$ cat config.mk
export PLATFORM = sky130hd
export DESIGN_NAME = deq_cell
export DESIGN_NICKNAME = d
export VERILOG_FILES = /design/src/deq_pkg.sv /design/src/deq_cell.sv
export SDC_FILE = /design/constraint.sdc
export NUM_CORES = 1
export LEC_CHECK = 0
export BUFFER_PORTS_ARGS = -buffer_cell sky130_fd_sc_hd__buf_2
export CAP_MARGIN = 20
export CORE_UTILIZATION = 41
export DETAILED_ROUTE_END_ITERATION = 16
export GPL_TIMING_DRIVEN = 0
export PLACE_DENSITY_LB_ADDON = 0.05
export SLEW_MARGIN = 40
export SYNTH_ARGS = -nofsm -noshare
export SYNTH_HDL_FRONTEND = slang
export SYNTH_SLANG_ARGS = --single-unit
$ cat constraint.sdc
create_clock -name clock -period 9.2 [get_ports clock]
set_input_delay 0.46 -clock clock [delete_from_list [all_inputs] [get_ports clock]]
set_output_delay 0.46 -clock clock [all_outputs]
set_load 0.01 [all_outputs]
$ cat src/deq_pkg.sv
// Shared types, constants and helpers for the double-ended queue.
// Used by deq_cell and double_ended_queue_unit; depends on nothing else.
package deq_pkg;

   localparam int DEPTH      = 1024;
   localparam int ELEM_WIDTH = 32;
   localparam int IDX_W      = $clog2(DEPTH);
   localparam int CNT_W      = $clog2(DEPTH + 1);

   typedef logic [ELEM_WIDTH-1:0] deq_elem_type;
   typedef logic [IDX_W-1:0]      deq_idx_type;
   typedef logic [CNT_W-1:0]      deq_cnt_type;

   typedef enum logic [2:0] {
      OP_PUSH_BACK  = 3'd0,
      OP_PUSH_FRONT = 3'd1,
      OP_POP_BACK   = 3'd2,
      OP_POP_FRONT  = 3'd3,
      OP_READ_AT    = 3'd4,
      OP_ASSIGN_AT  = 3'd5,
      OP_INSERT_AT  = 3'd6
   } deq_op_type;

   typedef enum logic [1:0] {
      ST_OK    = 2'd0,
      ST_EMPTY = 2'd1,
      ST_RANGE = 2'd2,
      ST_FULL  = 2'd3
   } deq_status_type;

   // Commands broadcast to every cell of the row
   typedef enum logic [2:0] {
      CELL_HOLD   = 3'd0,
      CELL_INSERT = 3'd1,
      CELL_REMOVE = 3'd2,
      CELL_WRITE  = 3'd3,
      CELL_READ   = 3'd4
   } deq_cell_op_type;

   typedef struct packed {
      deq_cell_op_type op;
      deq_idx_type     idx;
      deq_elem_type    data;
   } deq_cmd_type;

   typedef struct packed {
      logic [2:0]  req_type;
      logic [31:0] elem_data;
      logic [9:0]  position;
   } deq_req_type;

   typedef struct packed {
      logic [31:0]    result_data;
      deq_status_type status;
      logic [10:0]    count;
      logic           is_empty;
   } deq_rsp_type;

   function automatic deq_elem_type to_elem(input logic [31:0] d);
      logic [ELEM_WIDTH+31:0] wide;
      wide = {{ELEM_WIDTH{1'b0}}, d};
      return wide[ELEM_WIDTH-1:0];
   endfunction

   function automatic logic [31:0] from_elem(input deq_elem_type e);
      logic [ELEM_WIDTH+31:0] wide;
      wide = {32'd0, e};
      return wide[31:0];
   endfunction

   function automatic deq_idx_type pos_to_idx(input logic [9:0] p);
      logic [31:0] wide;
      wide = 32'(p);
      return wide[IDX_W-1:0];
   endfunction

   function automatic deq_idx_type cnt_to_idx(input deq_cnt_type c);
      logic [31:0] wide;
      wide = 32'(c);
      return wide[IDX_W-1:0];
   endfunction

   function automatic logic [10:0] cnt_to_field(input deq_cnt_type c);
      logic [31:0] wide;
      wide = 32'(c);
      return wide[10:0];
   endfunction

endpackage

$ cat src/deq_cell.sv
// One element slot of the queue row: holds an element and a read-lane stage.
// Depends on deq_pkg.
module deq_cell import deq_pkg::*; (
   input  logic         clock,
   input  deq_cmd_type  cmd,
   input  deq_idx_type  cell_index,
   input  deq_elem_type below_data,
   input  deq_elem_type above_data,
   input  deq_elem_type above_lane,
   output deq_elem_type data_out,
   output deq_elem_type lane_out
);

   deq_elem_type data_ff, data_in;
   deq_elem_type lane_ff, lane_in;
   logic         hit;
   logic         past;

   assign hit  = (cmd.idx == cell_index);
   assign past = (cell_index > cmd.idx);

   always_comb begin
      data_in = data_ff;
      unique case (cmd.op)
         CELL_HOLD: begin
            data_in = data_ff;
         end
         CELL_INSERT: begin
            // open a gap: everything past the slot moves up one cell
            if (hit) begin
               data_in = cmd.data;
            end else if (past) begin
               data_in = below_data;
            end
         end
         CELL_REMOVE: begin
            data_in = above_data;
         end
         CELL_WRITE: begin
            if (hit) begin
               data_in = cmd.data;
            end
         end
         CELL_READ: begin
            data_in = data_ff;
         end
         default: begin
            data_in = data_ff;
         end
      endcase
   end

   // the lane drifts toward cell 0 one step per cycle
   assign lane_in = (cmd.op == CELL_READ && hit) ? data_ff : above_lane;

   always_ff @(posedge clock) begin
      data_ff <= data_in;
      lane_ff <= lane_in;
   end

   assign data_out = data_ff;
   assign lane_out = lane_ff;

endmodule
==> impl_metrics.ini <==
[die]
die_area_um2 = 7540
start_util_pct = 43.0
dieWidth_um = 86.8
die_y_um = 86.8
io_pins = 216
rows = 30
core-area_um2 = 6870

[yosys]
yosys_warnings = 0
yosysMostFrequentCell = nand2b_1
ys.flop_type = edfxtp_1
synth_edf_count = 32
syn-num-nets = 382
yosysTopAreaCellShare_pct = 32.6
syn_inst = 220
synth_area_um2 = 2950
synth_common_cells = nand2b_1, dfxtp_1, edfxtp_1, o221a_2, mux2_2
synth.avg_cell_area_um2 = 13.4
ys_seq_elements = 64
synth.area.top_cells = edfxtp_1, dfxtp_1, o221a_2, mux2_2, nand2b_1
synthArstFlopShare_pct = 0
yosys.area.top_type = edfxtp_1
synthDistinctLibCells = 26
yosysSeqAreaShare_pct = 54.3

[placed_design]
portBuffers = 215
finalWeightedCongestion = 0.794
dp_slack_ns = 6.45
dp.final_hpwl_um = 6470

[clocking]
clk_path_buf_depth = 2
cts_root_buffer = clkbuf_8
cts_tree = done
cts_setup_buffers = 0
cts_inserted_buffers = 9
clk_pin_slew_worst_paths_ns = 0.07
cts.sinks = 64
cts_hold_buf = 0
cts_resized = 0
clk-insertion-delay-late_ns = 0.32
htree_levels = 3

[grt]
grtUsageTotal_pct = 21.3
overflow = 0
grt_pass1_wl_um = 12000
grt_max_degree = 14
antenna_found_initial = 0
grt_pass1_vias = 2593

[layout]
diodes = 0
syn2layout_area_growth_pct = 48.3
n_fill_cell = 598
drive_gt1_share_pct = 66.9
layout.nets = 610

[setup_path]
arrival_ns = 2.59
slowest_delay_ns = 0.52
cp-end-kind = flop
worst-setup-path-type = primary input to flop
cp-start-kind = primary input
cp.required_ns = 9.40
path_cells = buf_2, inv_1, ha_1, nand4_2, or3_4, nor4b_4, buf_6, mux2_2
cp_slowest_cell = nor4b_4
cp_max_fo = 10

[drt]
ant_nets = 0
drc = 0
vias = 2625
viasPerCell = 4.78
wirelength_um = 7990
drt_first_iter_violations = 49
dr.pass1.iters = 4
detail_route.wl_per_cell_um = 14.6

[sta]
final-max-slew-violation-count = 0
fin_crit_sh_pct = 26.0
rsz0062_at_grt = no
period_minus_slack_ns = 2.39
tightest_slew_ns = 0.633
clock_skew_ns = 0.00601
hold_viol = 0
fin_ws_ns = 6.81
relSlewSlack_pct = 57.3
timing.fmax_mhz = 419
finalSetupTns_ns = 0
setup_violations = 0

[hold_path]
hold_path.class = primary input to flop

[power]
power.total_uw = 666
irDropWorstVdd_mv = 0.0851
leakagePower_nw = 2.01
pwr_density_cell_nw_per_um2 = 152

[run]
maxCapViolCount = 0

[status]
status = finished, final reports clean
==> path summary, 6_finish.rpt <==
| check | slack [ns] | startpoint | depth (start not counted) | end |
|---|---|---|---|---|
| max | 6.81 | cmd[41] | 8 | lane_out[19] |
| min | 0.35 | above_lane[6] | 2 | lane_out[6] |
| min reg2reg | 0.50 | data_out[9] | 1 | lane_out[9] |
| max reg2reg | 8.39 | data_out[22] | 1 | lane_out[22] |
==> flip-flops by register name, indices dropped and copies added (netlist names) <==
| signal | cells |
|---|---|
| lane_out | 32 |
| data_out | 32 |
==> through the flow <==
step           hold slack, ns  cells  instance area [um2]  utilization [%]
5_1_grt                 0.347    549                 4380             63.7
3_5_place_dp            0.484    533                 4190             61.0
3_3_place_gp            0.479    531                 4150             60.4
4_1_cts                 0.336    549                 4380             63.7
2_1_floorplan           0.534    220                 2950                -
6_report                0.349    549                 4380             63.7
==> worst max-delay path: cells and delay by family <==
family	cells	cell delay (ns)
mux	1	0.35
buf+inv	3	0.36
fa+ha+maj	1	0.32
simple gates	3	1.11
==> layout make-up <==
type | instances | area [um2] | area share (%)
Tap cell | 96 | 120 | 2.74
Clock inverter | 6 | 60.1 | 1.37
Multi-Input combinational cell | 132 | 1250 | 28.6
Timing Repair Buffer | 217 | 1100 | 25.2
Clock buffer | 10 | 128 | 2.92
Sequential cell | 64 | 1600 | 36.6
Buffer | 12 | 68.8 | 1.57
Inverter | 12 | 45.0 | 1.03
==> where the power goes <==
group          leakage (nW)  switching (mW)  total [mW]  internal (mW)
Sequential            0.572         0.00697       0.329          0.322
Combinational          1.35          0.0500       0.112         0.0624
Clock                0.0937           0.101       0.225          0.124
==> cells by family after synthesis <==
logic type	share of synthesized area, %
buffers and inverters	3.86
flip-flops	54.3
multiplexers	12.2
AND/OR/NAND/NOR	10.2
adder cells (fa/ha/maj)	4.24
AO/OA/AOI/OAI	15.2
==> layout by cell type, fill, tap and decap left out, drive strengths merged, types with 2 or more instances in the layout <==
master  Yosys  layout
inv        12      12
edfxtp     32      32
o221a      32      32
a21oi       5       5
o21ai       3       3
nand2b     34      34
clkbuf      8      18
clkinv      0       4
buf         4     221
dfxtp      32      32
nor2b       2       2
mux2       32      32
nand2       4       4
nand4       2       2
ha         10      10
==> metal layers <==
metal  track usage (%)  part of all wire, %  vias up
met5                 0                    0        -
met1              22.4                   38     1192
li1                  -                    -     1296
met3              4.76                  6.9       10
met4              8.33                  1.5        0
met2              40.7                   53      127
Note: power is estimated with default switching activity, not from simulation.
